`config.mk`:
```
export PLATFORM = sky130hd
export DESIGN_NAME = packet_field_rate_to_code_unit_flat
export DESIGN_NICKNAME = d
export VERILOG_FILES = /design/src/rtl/core/pfrc_pkg.sv /design/src/rtl/core/pfrc_ifs.sv /design/src/rtl/core/packet_field_rate_to_code_unit.sv /design/src/rtl/core/pfrc_ctrl.sv /design/src/rtl/core/pfrc_datapath.sv /design/src/flat_wrapper.sv
export SDC_FILE = /design/constraint.sdc
export NUM_CORES = 2
export LEC_CHECK = 0
export ABC_AREA = 1
export BUFFER_PORTS_ARGS = -buffer_cell sky130_fd_sc_hd__buf_4
export CORE_UTILIZATION = 60
export DETAILED_ROUTE_END_ITERATION = 8
export PLACE_DENSITY = 0.8
export RECOVER_POWER = 100
export SKIP_CTS_REPAIR_TIMING = 1
export SYNTH_ARGS = -nofsm -noshare
export SYNTH_HDL_FRONTEND = slang
export SYNTH_HIERARCHICAL = 1
export SYNTH_SLANG_ARGS = --single-unit
export TNS_END_PERCENT = 50
```
`constraint.sdc`:
```
create_clock -name clk -period 9.7 [get_ports clk]
set_input_delay 0.97 -clock clk [delete_from_list [all_inputs] [get_ports clk]]
set_output_delay 0.97 -clock clk [all_outputs]
set_load 0.05 [all_outputs]
```
`src/rtl/core/pfrc_pkg.sv`:
```
// Shared types and constants of the packet field rate-to-code block.
package pfrc_pkg;

  // Character codes
  localparam logic [7:0] CHAR_DOLLAR = 8'h24;
  localparam logic [7:0] CHAR_AT     = 8'h40;
  localparam logic [7:0] CHAR_PLUS   = 8'h2B;
  localparam logic [7:0] CHAR_MINUS  = 8'h2D;
  localparam logic [7:0] CHAR_POINT  = 8'h2E;
  localparam logic [7:0] CHAR_ZERO   = 8'h30;
  localparam logic [7:0] CHAR_NINE   = 8'h39;

  // Configuration register indexes and reset values
  localparam logic [7:0] REG_FIELD_OFFSET = 8'd0;
  localparam logic [7:0] REG_FIELD_LENGTH = 8'd1;
  localparam logic [7:0] FIELD_OFFSET_RST = 8'd112;
  localparam logic [4:0] FIELD_LENGTH_RST = 5'd9;

  // Fixed-point scaling
  localparam int unsigned ACC_W       = 30;
  localparam int unsigned MAG_W       = 31;
  localparam int unsigned PROD_W      = 56;
  localparam int unsigned SUM_W       = 57;
  localparam logic [ACC_W-1:0] ACC_MAX = 30'h3FFF_FFFF;
  localparam logic [ACC_W-1:0] ACC_DIGIT_LIMIT = 30'd107374181;
  localparam logic [MAG_W-1:0] VAL_MAX = 31'h7FFF_FFFF;
  localparam logic signed [24:0] RATE_COEF = 25'sd12599283;
  localparam logic signed [SUM_W-1:0] CODE_OFFSET = 57'sd549747425280;
  localparam logic [2:0] FRAC_DIGITS = 3'd4;
  localparam logic [15:0] CODE_MAX = 16'hFFFF;

  typedef enum logic [1:0] {
    PH_SIGN,
    PH_INT,
    PH_FRAC,
    PH_STOP
  } phase_t;

  typedef enum logic [1:0] {
    ST_IDLE,
    ST_SCALE,
    ST_MUL,
    ST_FINAL
  } state_t;

  typedef struct packed {
    logic take_char;
    logic start_commit;
    logic scale_step;
    logic commit_load;
    logic mul_load;
    logic out_load;
  } cmd_t;

  typedef struct packed {
    logic in_is_at;
    logic scale_done;
    logic out_busy;
  } status_t;

endpackage

```
`src/rtl/core/pfrc_ifs.sv`:
```
// Valid/ready channel interfaces: characters, result codes and register writes.
interface pfrc_char_if;
  logic       valid;
  logic       ready;
  logic [7:0] rx_byte;
  modport source (output valid, output rx_byte, input ready);
  modport sink   (input valid, input rx_byte, output ready);
endinterface

interface pfrc_code_if;
  logic        valid;
  logic        ready;
  logic [15:0] rate_code;
  logic        clipped;
  modport source (output valid, output rate_code, output clipped, input ready);
  modport sink   (input valid, input rate_code, input clipped, output ready);
endinterface

interface pfrc_cfg_if;
  logic       valid;
  logic       ready;
  logic [7:0] index;
  logic [7:0] data;
  modport source (output valid, output index, output data, input ready);
  modport sink   (input valid, input index, input data, output ready);
endinterface

```
`src/rtl/core/packet_field_rate_to_code_unit.sv`:
```
// Top level of the packet field rate-to-code block.
//
// Usage: characters arrive one per beat on the chars channel. A '$' opens a
// packet at position 0; the characters at positions field_offset through
// field_offset+field_length-1 are parsed as a signed decimal rate in rad/s
// (sign, digits, point, up to four fraction digits). A '@' closes the packet
// and produces one beat on the codes channel: a 16-bit offset-binary code
// (-250..+250 deg/s onto 0..65535) plus a clip flag. No other character
// produces a result beat.
// Sequence: a plain character is taken on its beat whenever the unit is idle. A '@'
// keeps the input closed after its beat through decimal scaling of up to four decades
// (one decade per cycle through the times-ten unit), a step that loads the signed
// value, the 32x25 multiply and the offset and clip stage; the result is then held
// in the output register.
// The cfg channel is always ready; write registers only while idle.
// Reset: synchronous, active high; clears capture and parse state, the held
// value to zero, and restores field_offset 112 and field_length 9.
// Stall: the code sits in an output register, so the next characters are
// taken while a receiver stalls; a following '@' waits in the clip stage.
module packet_field_rate_to_code_unit
  import pfrc_pkg::*;
#(
  parameter int PACKET_CHARS = 144
) (
  input logic         clk,
  input logic         rst,
  pfrc_cfg_if.sink    cfg,
  pfrc_char_if.sink   chars,
  pfrc_code_if.source codes
);

  cmd_t    cmd;
  status_t status;

  // register writes never stall
  assign cfg.ready = 1'b1;

  pfrc_ctrl u_ctrl (
    .clk      (clk),
    .rst      (rst),
    .in_valid (chars.valid),
    .in_ready (chars.ready),
    .status   (status),
    .cmd      (cmd)
  );

  pfrc_datapath #(
    .PACKET_CHARS (PACKET_CHARS)
  ) u_datapath (
    .clk       (clk),
    .rst       (rst),
    .rx_byte   (chars.rx_byte),
    .cfg_write (cfg.valid),
    .cfg_index (cfg.index),
    .cfg_data  (cfg.data),
    .cmd       (cmd),
    .status    (status),
    .out_ready (codes.ready),
    .out_valid (codes.valid),
    .rate_code (codes.rate_code),
    .clipped   (codes.clipped)
  );

endmodule

```
`src/rtl/core/pfrc_ctrl.sv`:
```
// Sequencer: accepts beats and steps the scale, commit, multiply and clip phases.
module pfrc_ctrl
  import pfrc_pkg::*;
(
  input  logic    clk,
  input  logic    rst,
  input  logic    in_valid,
  output logic    in_ready,
  input  status_t status,
  output cmd_t    cmd
);

  state_t state, state_next;

  always_ff @(posedge clk) begin
    if (rst) begin
      state <= ST_IDLE;
    end else begin
      state <= state_next;
    end
  end

  always_comb begin
    state_next = state;
    cmd        = '0;
    in_ready   = 1'b0;
    unique case (state)
      ST_IDLE: begin
        in_ready = 1'b1;
        if (in_valid) begin
          if (status.in_is_at) begin
            cmd.start_commit = 1'b1;
            state_next       = ST_SCALE;
          end else begin
            cmd.take_char = 1'b1;
          end
        end
      end
      ST_SCALE: begin
        if (status.scale_done) begin
          cmd.commit_load = 1'b1;
          state_next      = ST_MUL;
        end else begin
          cmd.scale_step = 1'b1;
        end
      end
      ST_MUL: begin
        cmd.mul_load = 1'b1;
        state_next   = ST_FINAL;
      end
      ST_FINAL: begin
        // hold until the output register frees up
        if (!status.out_busy) begin
          cmd.out_load = 1'b1;
          state_next   = ST_IDLE;
        end
      end
      default: state_next = ST_IDLE;
    endcase
  end

endmodule

```
`src/rtl/core/pfrc_datapath.sv`:
```
// Config registers, parser, fixed-point scaler, multiplier, clip stage and output register.
module pfrc_datapath
  import pfrc_pkg::*;
#(
  parameter int PACKET_CHARS = 144
) (
  input  logic        clk,
  input  logic        rst,
  input  logic [7:0]  rx_byte,
  input  logic        cfg_write,
  input  logic [7:0]  cfg_index,
  input  logic [7:0]  cfg_data,
  input  cmd_t        cmd,
  output status_t     status,
  input  logic        out_ready,
  output logic        out_valid,
  output logic [15:0] rate_code,
  output logic        clipped
);

  localparam logic [8:0] PACKET_LIMIT = 9'(PACKET_CHARS);

  logic [7:0]       field_offset;
  logic [4:0]       field_length;
  logic             capturing, capturing_next;
  logic [7:0]       char_position, char_position_next;
  phase_t           parse_phase, parse_phase_next;
  logic             is_negative, is_negative_next;
  logic [ACC_W-1:0] digit_accumulator, digit_accumulator_next;
  logic [2:0]       fraction_count, fraction_count_next;
  logic signed [31:0] parsed_value;

  logic             commit_en;
  logic             commit_neg;
  logic [2:0]       scale_count;
  logic [MAG_W-1:0] mag;
  logic [MAG_W+3:0] mag_x10;
  logic signed [PROD_W-1:0] prod;
  logic signed [SUM_W-1:0]  total;
  logic [32:0]      code_wide;

  logic             is_digit;
  logic [3:0]       digit;
  logic [ACC_W-1:0] acc_digit;
  logic             in_field;
  logic [7:0]       rel_pos;
  logic [8:0]       pos_inc;

  function automatic logic [ACC_W-1:0] add_digit(logic [ACC_W-1:0] acc, logic [3:0] d);
    if (acc > ACC_DIGIT_LIMIT) begin
      return ACC_MAX;
    end
    return ACC_W'(acc * ACC_W'(10) + ACC_W'(d));
  endfunction

  assign is_digit  = (rx_byte >= CHAR_ZERO) && (rx_byte <= CHAR_NINE);
  assign digit     = 4'(rx_byte - CHAR_ZERO);
  // a '$' is never a digit, so the step always builds on the held accumulator
  assign acc_digit = add_digit(digit_accumulator, digit);

  assign status.in_is_at   = (rx_byte == CHAR_AT);
  assign status.scale_done = !commit_en || (scale_count == FRAC_DIGITS);
  assign status.out_busy   = out_valid && !out_ready;

  // character parse
  always_comb begin
    capturing_next         = capturing;
    char_position_next     = char_position;
    parse_phase_next       = parse_phase;
    is_negative_next       = is_negative;
    digit_accumulator_next = digit_accumulator;
    fraction_count_next    = fraction_count;
    rel_pos                = '0;
    in_field               = 1'b0;
    pos_inc                = '0;
    if (cmd.take_char) begin
      if (rx_byte == CHAR_DOLLAR) begin
        capturing_next         = 1'b1;
        char_position_next     = '0;
        parse_phase_next       = PH_SIGN;
        is_negative_next       = 1'b0;
        digit_accumulator_next = '0;
        fraction_count_next    = '0;
      end
      if (capturing_next) begin
        rel_pos  = char_position_next - field_offset;
        in_field = (char_position_next >= field_offset) && (rel_pos < {3'b000, field_length});
        if (in_field) begin
          unique case (parse_phase_next)
            PH_SIGN: begin
              if (rx_byte == CHAR_PLUS || rx_byte == CHAR_MINUS) begin
                is_negative_next = (rx_byte == CHAR_MINUS);
                parse_phase_next = PH_INT;
              end else if (is_digit) begin
                digit_accumulator_next = acc_digit;
                parse_phase_next       = PH_INT;
              end else if (rx_byte == CHAR_POINT) begin
                parse_phase_next = PH_FRAC;
              end else begin
                parse_phase_next = PH_STOP;
              end
            end
            PH_INT: begin
              if (is_digit) begin
                digit_accumulator_next = acc_digit;
              end else if (rx_byte == CHAR_POINT) begin
                parse_phase_next = PH_FRAC;
              end else begin
                parse_phase_next = PH_STOP;
              end
            end
            PH_FRAC: begin
              if (is_digit) begin
                if (fraction_count_next < FRAC_DIGITS) begin
                  digit_accumulator_next = acc_digit;
                  fraction_count_next    = fraction_count_next + 3'd1;
                end
              end else begin
                parse_phase_next = PH_STOP;
              end
            end
            PH_STOP: parse_phase_next = PH_STOP;
            default: parse_phase_next = PH_STOP;
          endcase
        end
        pos_inc = {1'b0, char_position_next} + 9'd1;
        if (pos_inc >= PACKET_LIMIT) begin
          capturing_next = 1'b0;
        end
        char_position_next = pos_inc[7:0];
      end
    end else if (cmd.start_commit) begin
      capturing_next         = 1'b0;
      char_position_next     = '0;
      parse_phase_next       = PH_SIGN;
      is_negative_next       = 1'b0;
      digit_accumulator_next = '0;
      fraction_count_next    = '0;
    end
  end

  always_ff @(posedge clk) begin
    if (rst) begin
      field_offset      <= FIELD_OFFSET_RST;
      field_length      <= FIELD_LENGTH_RST;
      capturing         <= 1'b0;
      char_position     <= '0;
      parse_phase       <= PH_SIGN;
      is_negative       <= 1'b0;
      digit_accumulator <= '0;
      fraction_count    <= '0;
      parsed_value      <= '0;
      commit_en         <= 1'b0;
      out_valid         <= 1'b0;
    end else begin
      if (cfg_write) begin
        unique case (cfg_index)
          REG_FIELD_OFFSET: field_offset <= cfg_data;
          REG_FIELD_LENGTH: field_length <= cfg_data[4:0];
          default: ;
        endcase
      end
      capturing         <= capturing_next;
      char_position     <= char_position_next;
      parse_phase       <= parse_phase_next;
      is_negative       <= is_negative_next;
      digit_accumulator <= digit_accumulator_next;
      fraction_count    <= fraction_count_next;
      if (cmd.start_commit) begin
        commit_en <= (parse_phase != PH_SIGN);
      end
      if (cmd.commit_load && commit_en) begin
        parsed_value <= commit_neg ? -$signed({1'b0, mag}) : $signed({1'b0, mag});
      end
      if (cmd.out_load) begin
        out_valid <= 1'b1;
      end else if (out_ready) begin
        out_valid <= 1'b0;
      end
    end
  end

  // scale the digits up to four fraction places, one decade a cycle
  assign mag_x10 = (MAG_W+4)'(mag) * (MAG_W+4)'(10);

  always_ff @(posedge clk) begin
    if (cmd.start_commit) begin
      mag         <= MAG_W'(digit_accumulator);
      scale_count <= fraction_count;
      commit_neg  <= is_negative;
    end else if (cmd.scale_step) begin
      mag         <= (mag_x10 > (MAG_W+4)'(VAL_MAX)) ? VAL_MAX : mag_x10[MAG_W-1:0];
      scale_count <= scale_count + 3'd1;
    end
    if (cmd.mul_load) begin
      prod <= parsed_value * RATE_COEF;
    end
  end

  // offset, shift and saturate
  assign total     = SUM_W'(prod) + CODE_OFFSET;
  assign code_wide = total[SUM_W-1:24];

  always_ff @(posedge clk) begin
    if (cmd.out_load) begin
      if (total < 0) begin
        rate_code <= '0;
        clipped   <= 1'b1;
      end else if (code_wide > 33'(CODE_MAX)) begin
        rate_code <= CODE_MAX;
        clipped   <= 1'b1;
      end else begin
        rate_code <= code_wide[15:0];
        clipped   <= 1'b0;
      end
    end
  end

endmodule

```
`src/flat_wrapper.sv`:
```
// flat-port wrapper written by rule: the top's interface ports become plain ports
module packet_field_rate_to_code_unit_flat import pfrc_pkg::*;
#(
  parameter int PACKET_CHARS = 144
)
  (clk, rst, cfg_valid, cfg_index, cfg_data, cfg_ready, chars_valid, chars_rx_byte, chars_ready, codes_valid, codes_rate_code, codes_clipped, codes_ready);
  pfrc_cfg_if cfg_i ();
  pfrc_char_if chars_i ();
  pfrc_code_if codes_i ();
  input logic clk;
  input logic rst;
  input wire logic [$bits(cfg_i.valid)-1:0] cfg_valid;
  input wire logic [$bits(cfg_i.index)-1:0] cfg_index;
  input wire logic [$bits(cfg_i.data)-1:0] cfg_data;
  output wire logic [$bits(cfg_i.ready)-1:0] cfg_ready;
  input wire logic [$bits(chars_i.valid)-1:0] chars_valid;
  input wire logic [$bits(chars_i.rx_byte)-1:0] chars_rx_byte;
  output wire logic [$bits(chars_i.ready)-1:0] chars_ready;
  output wire logic [$bits(codes_i.valid)-1:0] codes_valid;
  output wire logic [$bits(codes_i.rate_code)-1:0] codes_rate_code;
  output wire logic [$bits(codes_i.clipped)-1:0] codes_clipped;
  input wire logic [$bits(codes_i.ready)-1:0] codes_ready;
  assign cfg_i.valid = cfg_valid;
  assign cfg_i.index = cfg_index;
  assign cfg_i.data = cfg_data;
  assign cfg_ready = cfg_i.ready;
  assign chars_i.valid = chars_valid;
  assign chars_i.rx_byte = chars_rx_byte;
  assign chars_ready = chars_i.ready;
  assign codes_valid = codes_i.valid;
  assign codes_rate_code = codes_i.rate_code;
  assign codes_clipped = codes_i.clipped;
  assign codes_i.ready = codes_ready;
  packet_field_rate_to_code_unit #(.PACKET_CHARS(PACKET_CHARS)) u_core (.clk(clk), .rst(rst), .cfg(cfg_i), .chars(chars_i), .codes(codes_i));
endmodule
```
Word level (Yosys, flattened, before mapping) --
Cells that the tools add are included.
Cells by class: $add $sub $neg 8, $mul 3, magnitude comparators 10, equal/unequal tests 17, mux-type cells 77, reductions and logical operators 18
Operators with widths (number):
- $mux 30 | 13
- $pmux 30 s3 | 1
- $add 56x40->57 const B | 1
- $lt 57x1->1 const B | 1
- $mul 32x25->56 const B | 1
- $mux 8 | 5
- $gt 35x31->1 const B | 1
- $mul 31x3->34 const B | 1
- $mux 2 | 17
- $gt 33x16->1 const B | 1
- $mux 3 | 11
- $eq 8x6->1 const B | 4
- $mux 32 | 1
- $neg 31->32 | 1
- $mux 31 | 1
- $add 30x4->30 | 1
- $gt 30x27->1 const B | 1
- $mul 30x3->29 const B | 1
- $mux 1 | 25
- $mux 16 | 1
- $pmux 2 s4 | 2
- $add 8x1->9 const B | 1
- $ge 9x8->1 const B | 1
- $eq 2x2->1 const B | 4
- other kinds (22) | 36
Word-level totals: register bits after elaboration 202, input port bits 29, output and inout port bits 20

Longest topological paths before layout --
depth in word-level cells 12, depth in mapped cells 29

Cells and area by module --
Netlist, hierarchy kept.
Modules (own cells, without submodules):
- pfrc_datapath | times used 1, cells each 3939, area each 30065.1 um^2, sequential area each 4384.2 um^2
- pfrc_ctrl | times used 1, cells each 38, area each 234.0 um^2, sequential area each 40.0 um^2
- packet_field_rate_to_code_unit | times used 1, cells each 2, area each 11.3 um^2, sequential area each 0.0 um^2

Least setup slack after synthesis --
Ideal clock, no wire load.
kind register to register, start register u_core.u_datapath.parsed_value[31], end register u_core.u_datapath.prod[50], data pin, setup time 0.261 ns, arrival time 6.816 ns, required time 9.439 ns, path slack 2.623 ns, stages on the path, launching flop included 25, path buffers 1, clock period less this slack 7.077 ns, cells stage by stage dfxtp_1 clkbuf_1 inv_1 fa_1 fa_1 inv_1 fa_1 inv_1 fa_1 inv_1 fa_1 inv_1 fa_1 inv_1 ha_1 nand2_1 nor2_1 nand2_1 nor4_1 a21oi_1 o21a_1 o21ai_0 nand2_1 nand2_1 xor2_1
On the way: cells in the longest elaborated chain, start to end 1
RTL lines:
- from (decl) | RTL line pfrc_datapath.sv:31 | logic signed [31:0] parsed_value;
- from (signal assigned) | RTL line pfrc_datapath.sv:173 | parsed_value <= commit_neg ? -$signed({1'b0, mag}) : $signed({1'b0, mag});
- $mul 32x25->56 | RTL line pfrc_datapath.sv:196 | prod <= parsed_value * RATE_COEF;
- to (signal assigned) | RTL line pfrc_datapath.sv:196
- to (decl) | RTL line pfrc_datapath.sv:38 | logic signed [PROD_W-1:0] prod;
No other way between the ends. A chain may end at the register's enable or synchronous reset.

Worst setup path after layout --
start register u_core.u_datapath.parsed_value[31], end register u_core.u_datapath.prod[52], data pin
The elaborated chain is that of the path after synthesis.

==> metrics.cfg <==
[global_routing]
first_global_vias=25003
grt_pass1_wl_um=124000
grt_max_degree=54
overflow=0
antenna_found_initial=0
grt_usage_pct=30.7

[floorplanning]
chipHeight_um=227
dieArea_sq_um=51400
start_util_pct=60.7
io_pins=49
coreArea_sq_um=50000
rows=82
die_w_um=227

[logic_synthesis]
synth.net_count=4773
seq_area_frac_synth_pct=14.6
synth_seq_cells=179
yosysUniqueCellTypes=64
synthTopCellsByArea=fa_1 21%, ha_1 18%, inv_1 12%
synthTopCellsByCount=1,004 x inv_1, 622 x nand2_1, 446 x ha_1
yosysMostFrequentCell=inv_1
synth_area_sq_um=30300
synthCells=3979
synth_warnings=6
synth.top_cell.area_share_pct=21.1
synthArstFlopShare_pct=0
ys_dominant_reg_cell=dfxtp_1
avgSynthCellArea_sq_um=7.62
synth_edf_count=84
yosysTopAreaCell=fa_1

[pwr]
power_density_nw_per_um2=57.1
ir_drop_uv=78.4
p_leak_nw=16.7

[min_path]
hp-class=flop to flop

[flow_run]
maxCapViolCount=7

[clock_tree]
clkSinkCount=179
clk_latency_ns=0.50
clk_pin_slew_ns=0.09
root_buffer=clkbuf_16
cts_buffer_depth=2
htree_levels=4
cts_inserted_buffers=17
cts_tree=built

[final_layout]
finalNonFillerCells=4678
fillers=4421
antenna_cells=0
multi_input_area_sq_um=21700
ff_latch_area_sq_um=4420
nets=4787
drive_above_1_share_pct=3.25
area_growth_pct=5.02

[critical_path]
critPathKind=flop to flop
required_ns=9.94
startpoint_type=flop
critPathSlowestCell=clkbuf_1
arrival_ns=8.00
cp_common_cell=fa_1
crit_chain=clkbuf_1 -> ha_1 -> xnor2_1 -> fa_1 -> inv_1 -> fa_1 -> fa_1 -> fa_1 -> inv_1 -> fa_1 -> inv_1 -> fa_1 -> inv_1 -> ha_1 -> a21oi_1 -> o21a_1 -> o221ai_1 -> a21oi_1 -> nand3_1 -> a21oi_1 -> o31ai_1 -> xor2_1
cp_max_fo=24
end_kind=flop
cpPeakStageDelay_ns=0.95

[route]
drt_iter0_markers=1801
drt_wl_total_um=75600
first_pass_iters=6
ant_nets=0
route.vias.total=25374
drt-vias-per-instance=5.42
routedWlPerCell_um=16.2
drc=0

[timing]
rsz0062_at_grt=false
finClkSkew_ns=0.0132
timing.final.crit_period_ns=7.76
clock.fmax_mhz=129
fin_crit_sh_pct=80.0
hold_violations=0
slew_viol_final=252
tns_ns=0
maxSlewHeadroom_pct=-99.8
worstMarginPinSlew_ns=3.00
setup_violations=0

[run_status]
outcome=finished with violations
violations=capacitance limit, slew limit

[placement]
port_buffers=47
place_congestion=0.978
placedCellCount=4646
dpl.hpwl_um=63200

cell type report:
type / instances / share of cell area [%]
inverters: 1021 / 12.0
well taps: 672 / 2.64
multi-input cells: 2715 / 68.3
clock buffers: 18 / 1.42
clock inverters: 14 / 0.629
repair buffers: 59 / 1.06
flip-flops and latches: 179 / 13.9
routing by layer:
layer  routed length (um)  track usage (%)  vias to the layer above
li1                     -                -                    12567
met1                31700             37.9                    11917
met2                37000             53.6                      721
met3                 3730             3.56                      169
met4                 3290             13.8                        0
met5                    0                0                        -
placed cells by master (no fill, tap or decap), types with 18 or more instances in the layout:
cell and n:
a21oi_1 267, a31oi_1 20, buf_4 30, clkbuf_1 28
clkbuf_16 18, dfxtp_1 95, edfxtp_1 84, fa_1 319
ha_1 446, inv_1 1006, nand2_1 623, nand3_1 179
nand4_1 44, nor2_1 276, nor3_1 33, nor4_1 18
o211ai_1 20, o21ai_0 184, xnor2_1 46, xor2_1 83
worst max-delay path, delay by kind of cell, from the launching register on:
family                     cells  cell delay [ns]
AOI/OAI and AO/OA              6             1.13
xor gates and xnor gates       2             0.33
adders and majority gates      8             3.93
buffers and inverters          5             1.15
DFF                            1             0.71
and+or+nand+nor                1             0.21
path summary, 6_finish.rpt:
kind	depth (start not counted)	slack (ns)	start	endpoint
worst max register to register	22	1.94	u_core/u_datapath/parsed_value[31]$_SDFFE_PP0P_	u_core/u_datapath/prod[52]$_DFFE_PP_
worst min-delay path	2	0.46	u_core/u_datapath/field_length[4]$_SDFFE_PP0P_	u_core/u_datapath/field_length[4]$_SDFFE_PP0P_
worst max-delay path	22	1.94	u_core/u_datapath/parsed_value[31]$_SDFFE_PP0P_	u_core/u_datapath/prod[52]$_DFFE_PP_
worst min register to register	2	0.46	u_core/u_datapath/field_length[4]$_SDFFE_PP0P_	u_core/u_datapath/field_length[4]$_SDFFE_PP0P_
power breakdown:
group / internal [mW] / switching (mW) / total [mW]
logic: 0.0589 / 0.138 / 0.196
registers: 0.820 / 0.0246 / 0.844
clock network: 0.392 / 0.383 / 0.775
total: 1.27 / 0.545 / 1.82
stage by stage:
stage / power [mW] / area [sq um] / utilization (%) / hold slack [ns] / setup WS [ns]
after floorplan: 1.00 / 30300 / - / 0.431 / 2.62
after global placement: 1.06 / 31300 / 62.7 / 0.444 / 2.41
after detailed placement: 1.06 / 31300 / 62.7 / 0.454 / 2.38
after CTS: 1.83 / 32000 / 64.0 / 0.467 / 2.36
after global routing: 1.88 / 31800 / 63.7 / 0.487 / 1.50
final: 1.82 / 31800 / 63.7 / 0.464 / 1.94
flip-flops by register name (all words and copies together) (netlist names):
name                                 cells
u_core/u_datapath/rate_code             16
u_core/u_datapath/is_negative            1
u_core/u_datapath/commit_neg             1
u_core/u_datapath/out_valid              1
u_core/u_datapath/field_offset           8
u_core/u_datapath/capturing              1
u_core/u_datapath/digit_accumulator     30
u_core/u_datapath/parse_phase            2
u_core/u_datapath/fraction_count         3
u_core/u_datapath/clipped                1
u_core/u_datapath/parsed_value          32
u_core/u_datapath/prod                  33
u_core/u_datapath/field_length           5
u_core/u_datapath/commit_en              1
u_core/u_datapath/scale_count            3
u_core/u_datapath/char_position          8
u_core/u_ctrl/state                      2
u_core/u_datapath/mag                   31
kinds of logic (layout without fill, tap and decap cells):
group	after synthesis	in the layout	share of synthesized area, %
compound gates	576	576	10.6
xor+xnor	134	134	4.03
fa+ha+maj	765	765	39.5
buf+inv	1085	1112	13.6
flops	179	179	14.6
mux	1	1	0.0371
other cells	1	1	0.0124
simple gates	1238	1238	17.7
Note: power is estimated with default switching activity, not from simulation.
